<file path="src/sv/eems_pkg.sv">
// Shared types and constants for the explore/exploit prefetch mode selector.
// No dependencies; used by every module of the block.
`default_nettype none

package eems_pkg;

    localparam int MODE_W  = 2;
    localparam int EPOCH_W = 32;
    localparam int CYCLE_W = 64;
    localparam int CFG_IDX_W = 2;
    localparam int CFG_DATA_W = 32;

    localparam logic [CFG_IDX_W-1:0] CFG_IDX_EXPLOIT_EPOCH = 2'd0;
    localparam logic [CFG_IDX_W-1:0] CFG_IDX_EXPLORE_EPOCH = 2'd1;
    localparam logic [CFG_IDX_W-1:0] CFG_IDX_HYSTERESIS    = 2'd2;

    localparam logic [EPOCH_W-1:0] EXPLOIT_EPOCH_RST = 32'd1000000;
    localparam logic [EPOCH_W-1:0] EXPLORE_EPOCH_RST = 32'd10000;

    localparam logic [MODE_W-1:0] MODE_BOTH_ON  = 2'd0;
    localparam logic [MODE_W-1:0] MODE_DATA_OFF = 2'd1;
    localparam logic [MODE_W-1:0] MODE_DRAM_OFF = 2'd2;
    localparam logic [MODE_W-1:0] MODE_BOTH_OFF = 2'd3;

    typedef struct packed {
        logic [EPOCH_W-1:0] exploit_epoch;
        logic [EPOCH_W-1:0] explore_epoch;
        logic               hysteresis_enable;
    } cfg_t;

endpackage

`default_nettype wire

</file>
<file path="src/sv/explore_exploit_mode_selector.sv">
// Explore/exploit prefetch mode selector: top level with input and result registers.
// Depends on eems_pkg, eems_cfg and eems_step.
//
// Each item on the s_ channel is one retired instruction with the core cycle at
// retirement. Each item produces exactly one result on the m_ channel: the mode
// and phase in force after that instruction, plus the two prefetch disable flags.
// Four modes are measured for explore_epoch instructions each; the cheapest one
// (lowest index on ties, optionally filtered by a confidence counter) then holds
// for exploit_epoch instructions.
// An accepted item waits in the input register and moves into the result register,
// raising m_valid, as soon as the result side is free.
// Throughput: one item per cycle while m_ready stays high; the per-item update is a
// 64-bit subtract and compare against a running minimum.
// The input register refills while the result register is emptied, so s_ready
// stays high under continuous flow. When m_ready is low with a result waiting, both
// registers hold and s_ready drops once the input register is full.
// Reset (aresetn low, synchronous) empties both registers, loads the default
// epochs, and restarts exploration at mode 0. Configuration writes apply at once
// and are meant for idle periods.
`default_nettype none

module explore_exploit_mode_selector #(
    parameter int unsigned CONFIDENCE_MAX = 3
) (
    input  wire logic                               aclk,
    input  wire logic                               aresetn,
    input  wire logic                               cfg_wr_en,
    input  wire logic [eems_pkg::CFG_IDX_W-1:0]     cfg_index,
    input  wire logic [eems_pkg::CFG_DATA_W-1:0]    cfg_wdata,
    input  wire logic                               s_valid,
    output logic                                    s_ready,
    input  wire logic [eems_pkg::CYCLE_W-1:0]       s_core_cycle,
    output logic                                    m_valid,
    input  wire logic                               m_ready,
    output logic                                    m_disable_dram_prefetch,
    output logic                                    m_disable_data_prefetch,
    output logic                                    m_exploit_phase,
    output logic [eems_pkg::MODE_W-1:0]             m_active_mode
);

    eems_pkg::cfg_t cfg;

    logic                           in_valid_reg;
    logic [eems_pkg::CYCLE_W-1:0]   in_cycle_reg;
    logic                           out_valid_reg;
    logic [eems_pkg::MODE_W-1:0]    out_mode_reg;
    logic                           out_exploit_reg;

    logic                           advance;
    logic [eems_pkg::MODE_W-1:0]    mode_next;
    logic                           exploit_next;

    eems_cfg u_cfg (
        .aclk      (aclk),
        .aresetn   (aresetn),
        .cfg_wr_en (cfg_wr_en),
        .cfg_index (cfg_index),
        .cfg_wdata (cfg_wdata),
        .cfg       (cfg)
    );

    eems_step #(
        .CONFIDENCE_MAX (CONFIDENCE_MAX)
    ) u_step (
        .aclk         (aclk),
        .aresetn      (aresetn),
        .fire         (advance),
        .core_cycle   (in_cycle_reg),
        .cfg          (cfg),
        .mode_next    (mode_next),
        .exploit_next (exploit_next)
    );

    assign advance = in_valid_reg && (!out_valid_reg || m_ready);
    assign s_ready = !in_valid_reg || advance;

    always_ff @(posedge aclk) begin
        if (!aresetn) begin
            in_valid_reg  <= 1'b0;
            out_valid_reg <= 1'b0;
        end else begin
            if (s_ready) begin
                in_valid_reg <= s_valid;
            end
            if (advance) begin
                out_valid_reg <= 1'b1;
            end else if (m_ready) begin
                out_valid_reg <= 1'b0;
            end
        end
    end

    always_ff @(posedge aclk) begin
        if (s_valid && s_ready) begin
            in_cycle_reg <= s_core_cycle;
        end
        if (advance) begin
            out_mode_reg    <= mode_next;
            out_exploit_reg <= exploit_next;
        end
    end

    assign m_valid                 = out_valid_reg;
    assign m_active_mode           = out_mode_reg;
    assign m_exploit_phase         = out_exploit_reg;
    assign m_disable_dram_prefetch = out_mode_reg[1];
    assign m_disable_data_prefetch = out_mode_reg[0];

endmodule

`default_nettype wire

</file>
<file path="src/sv/eems_cfg.sv">
// Configuration register file of the mode selector.
// Depends on eems_pkg for register indexes, reset values and cfg_t.
`default_nettype none

module eems_cfg (
    input  wire logic                             aclk,
    input  wire logic                             aresetn,
    input  wire logic                             cfg_wr_en,
    input  wire logic [eems_pkg::CFG_IDX_W-1:0]   cfg_index,
    input  wire logic [eems_pkg::CFG_DATA_W-1:0]  cfg_wdata,
    output eems_pkg::cfg_t                        cfg
);

    eems_pkg::cfg_t cfg_reg;

    always_ff @(posedge aclk) begin
        if (!aresetn) begin
            cfg_reg.exploit_epoch     <= eems_pkg::EXPLOIT_EPOCH_RST;
            cfg_reg.explore_epoch     <= eems_pkg::EXPLORE_EPOCH_RST;
            cfg_reg.hysteresis_enable <= 1'b0;
        end else if (cfg_wr_en) begin
            case (cfg_index)
                eems_pkg::CFG_IDX_EXPLOIT_EPOCH: cfg_reg.exploit_epoch <= cfg_wdata;
                eems_pkg::CFG_IDX_EXPLORE_EPOCH: cfg_reg.explore_epoch <= cfg_wdata;
                eems_pkg::CFG_IDX_HYSTERESIS:    cfg_reg.hysteresis_enable <= cfg_wdata[0];
                default: ;
            endcase
        end
    end

    assign cfg = cfg_reg;

endmodule

`default_nettype wire

</file>
<file path="src/sv/eems_step.sv">
// Phase/mode state and per-item update of the mode selector.
// Keeps a running minimum of per-mode cycle counts; depends on eems_pkg.
`default_nettype none

module eems_step #(
    parameter int unsigned CONFIDENCE_MAX = 3
) (
    input  wire logic                           aclk,
    input  wire logic                           aresetn,
    input  wire logic                           fire,
    input  wire logic [eems_pkg::CYCLE_W-1:0]   core_cycle,
    input  wire eems_pkg::cfg_t                 cfg,
    output logic [eems_pkg::MODE_W-1:0]         mode_next,
    output logic                                exploit_next
);

    localparam int CONF_W = $clog2(CONFIDENCE_MAX + 1);
    localparam logic [CONF_W-1:0] CONF_MAX_C = CONF_W'(CONFIDENCE_MAX);

    logic                            phase_reg;
    logic [eems_pkg::MODE_W-1:0]     mode_reg;
    logic [eems_pkg::EPOCH_W-1:0]    cnt_reg, cnt_next;
    logic [eems_pkg::CYCLE_W-1:0]    start_reg, start_next;
    logic [eems_pkg::CYCLE_W-1:0]    best_val_reg, best_val_next;
    logic [eems_pkg::MODE_W-1:0]     best_idx_reg, best_idx_next;
    logic [eems_pkg::MODE_W-1:0]     prev_win_reg, prev_win_next;
    logic [CONF_W-1:0]               conf_reg, conf_next;

    logic [eems_pkg::EPOCH_W-1:0]    cnt_inc;
    logic [eems_pkg::CYCLE_W-1:0]    diff;
    logic                            diff_lt;
    logic                            explore_end;
    logic                            exploit_end;
    logic [eems_pkg::MODE_W-1:0]     min_idx;
    logic [eems_pkg::MODE_W-1:0]     winner;

    always_comb begin
        cnt_inc     = cnt_reg + 1'b1;
        diff        = core_cycle - start_reg;
        diff_lt     = diff < best_val_reg;
        explore_end = !phase_reg && (cnt_inc >= cfg.explore_epoch);
        exploit_end = phase_reg && (cnt_inc >= cfg.exploit_epoch);
        min_idx     = diff_lt ? eems_pkg::MODE_BOTH_OFF : best_idx_reg;

        winner        = min_idx;
        prev_win_next = prev_win_reg;
        conf_next     = conf_reg;
        if (cfg.hysteresis_enable) begin
            if (min_idx == prev_win_reg) begin
                if (conf_reg < CONF_MAX_C) begin
                    conf_next = conf_reg + 1'b1;
                end
            end else if (conf_reg != '0) begin
                winner    = prev_win_reg;
                conf_next = conf_reg - 1'b1;
            end else begin
                prev_win_next = min_idx;
            end
        end

        exploit_next  = phase_reg;
        mode_next     = mode_reg;
        cnt_next      = cnt_inc;
        start_next    = start_reg;
        best_val_next = best_val_reg;
        best_idx_next = best_idx_reg;
        if (exploit_end) begin
            exploit_next = 1'b0;
            mode_next    = eems_pkg::MODE_BOTH_ON;
            cnt_next     = '0;
            start_next   = core_cycle;
        end else if (explore_end) begin
            cnt_next   = '0;
            start_next = core_cycle;
            if (mode_reg == eems_pkg::MODE_BOTH_OFF) begin
                exploit_next = 1'b1;
                mode_next    = winner;
            end else begin
                mode_next = mode_reg + 1'b1;
                // first mode of a round seeds the running minimum; ties keep lower index
                if (mode_reg == eems_pkg::MODE_BOTH_ON || diff_lt) begin
                    best_val_next = diff;
                    best_idx_next = mode_reg;
                end
            end
        end
    end

    always_ff @(posedge aclk) begin
        if (!aresetn) begin
            phase_reg    <= 1'b0;
            mode_reg     <= eems_pkg::MODE_BOTH_ON;
            cnt_reg      <= '0;
            start_reg    <= '0;
            prev_win_reg <= eems_pkg::MODE_BOTH_OFF;
            conf_reg     <= '0;
        end else if (fire) begin
            phase_reg <= exploit_next;
            mode_reg  <= mode_next;
            cnt_reg   <= cnt_next;
            start_reg <= start_next;
            if (explore_end && mode_reg == eems_pkg::MODE_BOTH_OFF) begin
                prev_win_reg <= prev_win_next;
                conf_reg     <= conf_next;
            end
        end
    end

    always_ff @(posedge aclk) begin
        if (fire) begin
            best_val_reg <= best_val_next;
            best_idx_reg <= best_idx_next;
        end
    end

    a_conf_bound: assert property (@(posedge aclk) disable iff (!aresetn)
        conf_reg <= CONF_MAX_C)
        else $error("confidence above its maximum");

    a_exploit_entry: assert property (@(posedge aclk) disable iff (!aresetn)
        fire && explore_end && mode_reg == eems_pkg::MODE_BOTH_OFF |=> phase_reg)
        else $error("last explore epoch did not enter exploit");

    a_explore_restart: assert property (@(posedge aclk) disable iff (!aresetn)
        $fell(phase_reg) |-> mode_reg == eems_pkg::MODE_BOTH_ON)
        else $error("exploration did not restart at first mode");

    a_hold_idle: assert property (@(posedge aclk) disable iff (!aresetn)
        !fire |=> $stable(mode_reg) && $stable(phase_reg) && $stable(cnt_reg))
        else $error("state moved without an item");

endmodule

`default_nettype wire

</file>
<file path="config.mk">
export PLATFORM = sky130hd
export DESIGN_NAME = explore_exploit_mode_selector
export DESIGN_NICKNAME = d
export VERILOG_FILES = /design/src/sv/eems_pkg.sv /design/src/sv/explore_exploit_mode_selector.sv /design/src/sv/eems_cfg.sv /design/src/sv/eems_step.sv
export SDC_FILE = /design/constraint.sdc
export NUM_CORES = 1
export LEC_CHECK = 0
export BUFFER_PORTS_ARGS = -buffer_cell sky130_fd_sc_hd__buf_2
export CORE_ASPECT_RATIO = 0.75
export CORE_MARGIN = 2
export CORE_UTILIZATION = 60
export CTS_BUF_LIST = sky130_fd_sc_hd__clkbuf_4
export CTS_CLUSTER_DIAMETER = 80
export DETAILED_ROUTE_END_ITERATION = 10
export PLACE_DENSITY = 0.87
export REMOVE_ABC_BUFFERS = 1
export SLEW_MARGIN = 30
export SYNTH_ARGS = -nofsm -noshare
export SYNTH_HDL_FRONTEND = slang
export SYNTH_SLANG_ARGS = --single-unit
</file>
<file path="constraint.sdc">
create_clock -name aclk -period 21.4 [get_ports aclk]
set_input_delay 1.07 -clock aclk [delete_from_list [all_inputs] [get_ports aclk]]
set_output_delay 1.07 -clock aclk [all_outputs]
set_load 0.1 [all_outputs]
</file>
Yosys cells after proc, flatten, opt, wreduce, memory -nomap -nowiden. Index checks and enable logic that the tools add are counted.

Bits in registers: 303. Input port bits: 103. Output and inout port bits: 7. Word-level logic and storage cells: 76.

Add/sub/neg operators: 5. Order comparisons: 4. Equality and inequality tests: 5. Muxes and demuxes: 19. Bitwise operators: 3. Reduce and logical (&&, ||, !) cells: 24.

Operators by type and width (number): two-way mux 64 bit (2); greater-or-equal comparator 32 bit (2); less-than comparator 64 bit (1); two-way mux 32 bit (2); subtractor 64 bit (1); adder 32 x 1 -> 32 bit (second input constant) (1); two-way mux 2 bit (10); AND reduction 5 bit (2); AND reduction 2 bit (4); nonzero test 2 bit (4); logical AND 1 bit (5); two-way mux 1 bit (5); adder 2 x 1 -> 2 bit (second input constant) (2); equality test 2 bit (second input constant) (2); zero test 2 bit (2); AND reduction 4 bit (1); zero test 1 bit (3); logical OR 1 bit (3); inverter 1 bit (3); equality test 2 x 1 -> 1 bit (second input constant) (1); equality test 2 bit (1); less-than comparator 2 bit (second input constant) (1); inequality test 2 bit (second input constant) (1); subtractor 2 x 1 -> 2 bit (second input constant) (1).

Longest topological paths before layout. Gate-level depths: netlist of the first run.

Depth after elaboration: 9. Depth in mapped cells: 23. Depth with buffers taken out: 23.

Cells and area by module. Synthesis of the first run repeated with hierarchy kept, for this count alone.

Cells, all modules: 1953. Area, all modules: 18253.8 um^2.

Modules (own cells, without submodules): eems_step (times used 1, cells an instance 1613, area an instance 13546.7 um^2, sequential area each 4043.9 um^2); eems_cfg (times used 1, cells an instance 262, area an instance 2576.2 um^2, sequential area each 1301.2 um^2); explore_exploit_mode_selector (times used 1, cells an instance 78, area an instance 2130.8 um^2, sequential area each 2052.0 um^2).

Worst setup path after synthesis of the first run. Ideal clock, no wire load.

Path type: flip-flop to flip-flop. From: reg in_cycle_reg[0] (netlist bit). To: reg u_step.best_idx_reg[0] (netlist bit), enable pin. Setup time: 571 ps. Data arrival time: 8547 ps. Required time: 20829 ps. Setup slack: 12282 ps. Cell stages (with the launch flop): 23. Path buffers: 0. Period minus slack after synthesis: 9118 ps. Cell sequence: edfxtp_1 inv_1 ha_1 inv_1 fa_1 a211oi_1 o211ai_1 nand4_1 a31oi_2 a211o_1 a31o_2 o21ai_4 nand4b_1 nand4_1 ha_1 a21o_1 a21o_1 a21oi_1 nor2_1 a2111oi_0 o31a_2 nor2_1 nor3_1.

Longest elaborated chain between the ends: 4.

Ends and longest elaborated chain: start, declared (RTL line explore_exploit_mode_selector.sv:44) `logic [eems_pkg::CYCLE_W-1:0] in_cycle_reg;`; start signal, assigned (RTL line explore_exploit_mode_selector.sv:95) `in_cycle_reg <= s_core_cycle;`; subtractor 64 bit (RTL line eems_step.sv:39) `diff = core_cycle - start_reg;`; named net u_step.diff, one bit (RTL line eems_step.sv:30) `logic [eems_pkg::CYCLE_W-1:0] diff;`; less-than comparator 64 bit (RTL line eems_step.sv:40) `diff_lt = diff < best_val_reg;`; logical OR 1 bit (RTL line eems_step.sv:81) `if (mode_reg == eems_pkg::MODE_BOTH_ON || diff_lt) begin`; AND reduction 5 bit (no source line); end signal, assigned (RTL line eems_step.sv:112) `best_idx_reg <= best_idx_next;`; end, declared (RTL line eems_step.sv:25) `logic [eems_pkg::MODE_W-1:0] best_idx_reg, best_idx_next;`.

The timed path passes the listed nets, and every way through them passes these cells. A chain may end at the register's enable or synchronous reset.

Final worst setup path of the first run.
From: reg in_cycle_reg[0] (netlist bit). To: reg u_step.best_val_reg[4] (netlist bit), enable pin.

Longest elaborated chain between the ends: 4.

Ends and longest elaborated chain: subtractor 64 bit (RTL line eems_step.sv:39); named net u_step.diff, one bit (RTL line eems_step.sv:30); less-than comparator 64 bit (RTL line eems_step.sv:40); logical OR 1 bit (RTL line eems_step.sv:81); AND reduction 5 bit (no source line); end signal, assigned (RTL line eems_step.sv:111) `best_val_reg <= best_val_next;`; end, declared (RTL line eems_step.sv:24) `logic [eems_pkg::CYCLE_W-1:0] best_val_reg, best_val_next;`.

The timed path passes the listed nets, and every way through them passes these cells.

==> flow_summary_export.csv, run 1 <==
group,metric,value,unit
outcome,status,"complete, no violations",
setup_path,endpoint_kind,"register",
drt,ant_nets,0,
yosys,synth_top_area_frac,0.219,
power,ir_drop,0.0407,mV
clocking,cts_tree,"built",
drt,routedWlPerCell,16.5,um
floorplanning,io_pins,110,
final_layout,fill_cells,2337,
yosys,netlist_area,18300,um^2
sta,setup_tns,0,ps
final_layout,largest_reg_flops,65,
clocking,numCtsBuffers,77,
floorplanning,fp.coreArea,30100,um^2
setup_path,required,21770,ps
final_layout,regArea,7400,um^2
yosys,syn_inst,2029,
final_layout,multi_input_area,9730,um^2
sta,skew,76.8,ps
setup_path,startpoint,"in_cycle_reg[0]$_DFFE_PP_",
final_layout,layout-drive-gt1-share,0.128,
yosys,synth_largest_area_cell,"edfxtp_1",
sta,drv_slew,0,
sta,setup_viol,0,
drt,drc,0,
floorplanning,die_w,205,um
sta,tightest_slew,961,ps
final_layout,nNetsFinal,2447,
yosys,yosys-top-cells-area,"edfxtp_1, dfxtp_1, ha_1, nand2_1, a21oi_1",
setup_path,timing.critical_path.mode_cell,"o21ai_0",
yosys,ys_seq_area_frac,0.405,
flow_run,max-cap-violations,0,
power,total_leakage_power,8.21,nW
drt,first_iter_violations,1423,
final_layout,design_area,20100,um^2
global_routing,grt_pass1_wl,70.8,mm
setup_path,cp_max_fo,66,
global_routing,grt_usage,0.274,
placement,dp_hpwl,30.5,mm
floorplanning,fp-row-count,55,
yosys,synth_top_flop_cell,"dfxtp_1",
setup_path,cp_cell_sequence,"inv_1 -> ha_1 -> inv_1 -> fa_1 -> a211oi_1 -> o211ai_1 -> nand4_1 -> a31oi_2 -> a2111oi_2 -> nor2_1 -> a41oi_2 -> o21ai_0 -> xor2_1 -> ha_1 -> o21ai_0 -> o21ai_0 -> a31oi_1 -> o211ai_1 -> a2111oi_2 -> o31a_2 -> nor2_1 -> nor3_2 -> buf_4",
setup_path,arrival,6790,ps
yosys,ys.warnings.count,0,
drt,dr.pass1.iters,6,
global_routing,grt_pass1_vias,14800,
clocking,cts_buffer_depth,3,
drt,viasPerCell,5.87,
sta,layout_min_cycle_time,6430,ps
final_layout,syn2layout_area_growth,10.1,%
setup_path,reg2reg_from,"in_cycle_reg[0]$_DFFE_PP_",
power,total_power,1.35,mW
setup_path,regToRegEndpoint,"u_step.best_val_reg[4]$_DFFE_PP_",
clocking,clk_pin_slew,70,ps
floorplanning,start_util,0.607,
placement,gp_congestion,0.921,
clocking,clk_latency,810,ps
clocking,cts_setup_buffers,0,
floorplanning,die_h,155,um
setup_path,path_class,"reg2reg",
yosys,synth_seq_cells,303,
sta,max_freq,156,MHz
yosys,async_reset_ff_frac,0,
floorplanning,dieArea,31900,um^2
clocking,htree_levels,3,
hold_path,hold_class,"reg2reg",
power,power_density,67.3,nW/um^2
clocking,cts_root_buf,"clkbuf_4",
sta,slew_headroom,0.359,
final_layout,layout_commonest_cell,"nand2_1",
final_layout,final_cell_mix,"nand2_1, inv_1, ha_1",
sta,hold_viol_final,0,
yosys,synth_edf_count,133,
global_routing,antenna_found_initial,1,
setup_path,critical_path.endpoint,"u_step.best_val_reg[4]$_DFFE_PP_",
setup_path,max_stage_delay,740,ps
global_routing,grt_max_degree,89,
yosys,ys_types,83,
sta,hold_ws,452,ps
sta,post-route-period-util,0.300,
yosys,synth.avg_cell_area,9.00,um^2
placement,dpl_cell_area,19100,um^2
setup_path,cpMaxStageDelayCell,"buf_4",
clocking,cts_hold_buf,0,
clocking,post_cts_resized,0,
clocking,clock_sinks,303,
setup_path,start_kind,"register",
drt,wl,43.2,mm
setup_path,reg2regPathDepth,23,
placement,port_buffers,109,
drt,via_count,15300,
global_routing,grt_overflow,0,
sta,rsz0062_at_grt,"no",
setup_path,rrSetupSlack,14970,ps
layout make-up:
cell class,count,share of cell area
multi-input cells,1429,0.484
clock buffers,117,0.0437
well taps,399,0.0248
flip-flops and latches,303,0.368
inverters,217,0.0406
clock inverters,21,0.00697
diodes,2,0.000249
repair buffers,122,0.0321
layer usage:
metal  track usage  vias up  wire, um  share of wire
met5             0        -         0              0
met4         0.112        0      1420          0.033
met3        0.0658      119      3610          0.084
met2         0.426      616     19000           0.44
met1         0.368     7121     19100           0.44
li1              -     7463         -              -
how the worst min path moves through the flow:
stage / startpoint / endpoint / slack, ps / cells past startpoint
after floorplan: u_step.cnt_reg[14]$_SDFFE_PN0P_ / u_step.cnt_reg[14]$_SDFFE_PN0P_ / 430 / 2
after global placement: u_step.cnt_reg[15]$_SDFFE_PN0P_ / u_step.cnt_reg[15]$_SDFFE_PN0P_ / 440 / 2
after detailed placement: u_step.cnt_reg[15]$_SDFFE_PN0P_ / u_step.cnt_reg[15]$_SDFFE_PN0P_ / 440 / 2
after CTS: s_core_cycle[6] / in_cycle_reg[6]$_DFFE_PP_ / 410 / 1
after global routing: s_core_cycle[32] / in_cycle_reg[32]$_DFFE_PP_ / 410 / 1
final: u_step.cnt_reg[15]$_SDFFE_PN0P_ / u_step.cnt_reg[15]$_SDFFE_PN0P_ / 450 / 2
per-stage QoR:
stage          worst slack, ps   util  instances
2_1_floorplan            10900      -       1949
3_3_place_gp             15490  0.635       2470
3_5_place_dp             15170  0.635       2470
4_1_cts                  15120  0.669       2608
5_1_grt                  14610  0.669       2610
6_report                 14970  0.669       2610
synth_stat cells (6+ instances only):
master / instances
dfxtp_1: 170
a31oi_1: 18
clkbuf_1: 57
a21o_1: 58
buf_2: 7
a211oi_1: 18
nor4_1: 13
nand2b_1: 11
o211ai_1: 44
inv_1: 215
nor4b_1: 6
and3_1: 18
a21oi_1: 163
nor2_1: 82
and2_1: 8
nand3_1: 35
nand2_1: 337
nand4_1: 34
o21a_1: 15
nor3_1: 36
o21bai_1: 8
and4_1: 9
o22ai_1: 14
xnor2_1: 50
xor2_1: 35
buf_1: 10
mux2i_1: 67
ha_1: 193
o21ai_0: 53
edfxtp_1: 133
nor2b_1: 9
cells by family after synthesis:
kind of cell	count (synthesis)	synth area share
DFF	303	0.405
muxes	68	0.0373
xor gates and xnor gates	85	0.0408
adders and majority gates	194	0.133
and+or+nand+nor	622	0.155
AOI/OAI and AO/OA	460	0.165
buffers and inverters	297	0.0630
worst max-delay path: cells and delay by family (launching register included):
kind / cells / cell delay [ps]
compound gates: 12 / 3070
xor+xnor: 1 / 220
fa+ha+maj: 3 / 860
buf+inv: 3 / 870
flops: 1 / 380
simple gates: 4 / 610
report_power, final:
group          switching, mW  total (mW)  internal, mW  leakage, nW
combinational          0.127       0.203        0.0759         4.98
clock                  0.246       0.520         0.274        0.603
sequential           0.00830       0.631         0.622         2.63
(Power assumes the default switching activity.)
==> run 2: changes to the inputs <==
- CORE_UTILIZATION: 60 -> 58
- PLACE_DENSITY: 0.87 -> 0.88
- clock period: 21.4 -> 5.55 ns (I/O delays scaled with it)
==> flow_summary_export.csv, run 2 (same netlist as run 1, synthesis figures left out) <==
group,metric,value,unit
outcome,status,"finished with violations",
outcome,violations,"negative setup slack",
setup_path,required,6030,ps
clocking,numCtsBuffers,77,
setup_path,cp_cell_sequence,"ha_1 -> buf_4 -> nand2_1 -> a2bb2oi_2 -> a21oi_1 -> a221o_1 -> o211ai_1 -> buf_4 -> nand2_4 -> a21oi_4 -> mux2i_2 -> o2111ai_2 -> ha_1 -> a21o_1 -> a21oi_2 -> o21ai_2 -> a2111o_1 -> a2111oi_4 -> o31a_4 -> nor2_2 -> nor3_4 -> buf_6 -> clkbuf_16",
setup_path,reg2reg_from,"in_cycle_reg[26]$_DFFE_PP_",
final_layout,final_cell_mix,"nand2_1, inv_1, ha_1",
setup_path,cpMaxStageDelayCell,"a2111o_1",
setup_path,arrival,6170,ps
sta,skew,55.1,ps
global_routing,grt_overflow,0,
hold_path,min-delay-start,"s_core_cycle[46]",
clocking,clock_sinks,303,
placement,place_ws,-132,ps
setup_path,path_class,"reg2reg",
final_layout,nNetsFinal,2599,
setup_path,cp_max_fo,8,
clocking,htree_levels,3,
clocking,clk_latency,800,ps
final_layout,layout-drive-gt1-share,0.165,
global_routing,grt_pass1_vias,16300,
floorplanning,start_util,0.587,
power,power_density,248,nW/um^2
clocking,cts_tree,"built",
power,total_leakage_power,8.97,nW
placement,port_buffers,109,
placement,gp_congestion,0.937,
final_layout,design_area,22100,um^2
sta,slew_headroom,0.294,
sta,rsz0062_at_grt,"yes",
placement,dp_hpwl,31.8,mm
sta,layout_min_cycle_time,5680,ps
setup_path,start_kind,"register",
final_layout,layout_commonest_cell,"nand2_1",
drt,ant_nets,0,
setup_path,reg2regPathDepth,23,
setup_path,endpoint_kind,"register",
final_layout,syn2layout_area_growth,21.0,%
clocking,clk_pin_slew,80,ps
drt,routedWlPerCell,18.9,um
sta,tightest_slew,1050,ps
floorplanning,die_w,209,um
sta,post-route-period-util,1.02,
sta,hold_viol_final,0,
floorplanning,fp-row-count,56,
final_layout,regArea,7400,um^2
setup_path,startpoint,"in_cycle_reg[26]$_DFFE_PP_",
global_routing,antenna_found_initial,2,
drt,drc,0,
drt,dr.pass1.iters,8,
clocking,cts_buffer_depth,3,
floorplanning,die_h,158,um
sta,max_freq,176,MHz
clocking,cts_root_buf,"clkbuf_4",
drt,via_count,16800,
power,total_power,5.47,mW
floorplanning,fp.coreArea,31100,um^2
floorplanning,io_pins,110,
final_layout,fill_cells,2155,
placement,dpl_cell_area,19300,um^2
drt,viasPerCell,6.06,
global_routing,grt_max_degree,92,
sta,setup_viol,69,
hold_path,hold_depth,2,
power,ir_drop,0.171,mV
drt,wl,52.3,mm
final_layout,largest_reg_flops,65,
floorplanning,dieArea,32900,um^2
setup_path,max_stage_delay,460,ps
global_routing,grt_usage,0.288,
sta,drv_slew,0,
final_layout,multi_input_area,10200,um^2
flow_run,max-cap-violations,0,
hold_path,hold_class,"in2reg",
global_routing,grt_pass1_wl,77.2,mm
sta,layout_setup_ws,-133,ps
drt,first_iter_violations,1849,
-- run 2: layout make-up --
class                   instances  area share
repair buffers                274      0.0976
well taps                     406      0.0230
flip-flops and latches        303       0.335
multi-input cells            1429       0.461
inverters                     217      0.0369
diodes                          2    0.000227
clock inverters                21     0.00601
clock buffers                 118      0.0401
-- run 2: routing by layer --
layer | GRT usage | vias to the layer above | routed length [um]
met3 | 0.0595 | 233 | 4480
li1 | - | 7769 | -
met4 | 0.141 | 0 | 2500
met5 | 0 | - | 0
met2 | 0.473 | 924 | 24400
met1 | 0.365 | 7866 | 20900
-- run 2: worst paths after layout --
kind | to | slack, ps
worst max-delay path | u_step.best_val_reg[16]$_DFFE_PP_ | -130
worst min-delay path | in_cycle_reg[46]$_DFFE_PP_ | 200
worst max register to register | u_step.best_val_reg[16]$_DFFE_PP_ | -130
worst min register to register | u_cfg.cfg[23]$_SDFFE_PN0P_ | 460
-- run 2: metrics by stage --
step	hold slack, ps	setup TNS, ps	utilization	cells
finish	199	-6300	0.710	2770
global route	176	-16090	0.710	2770
CTS	160	0	0.690	2746
detailed placement	447	-6820	0.621	2500
global placement	438	0	0.621	2499
floorplan	366	-550240	-	1949
-- run 2: worst max-delay path: cells and delay by family, from the launching register on --
kind	cells	cell delay (ps)
AOI/OAI and AO/OA	12	2820
buffers and inverters	4	720
adders and majority gates	2	720
DFF	1	440
and+or+nand+nor	4	370
muxes	1	290
-- run 2: power breakdown --
group / switching, mW / internal (mW)
Clock: 1.00 / 1.06
Combinational: 0.573 / 0.399
Sequential: 0.0364 / 2.40
Total: 1.61 / 3.86
-- run 2: repair_timing --
action / in CTS / in global routing
resized for setup: 11 / 80
setup endpoints to repair: 70 / 74
pin swaps: 5 / 46
hold endpoints to repair: 132 / 0
buffers inserted: 1 / 19
hold buffers: 106 / 0
cloned: 0 / 1
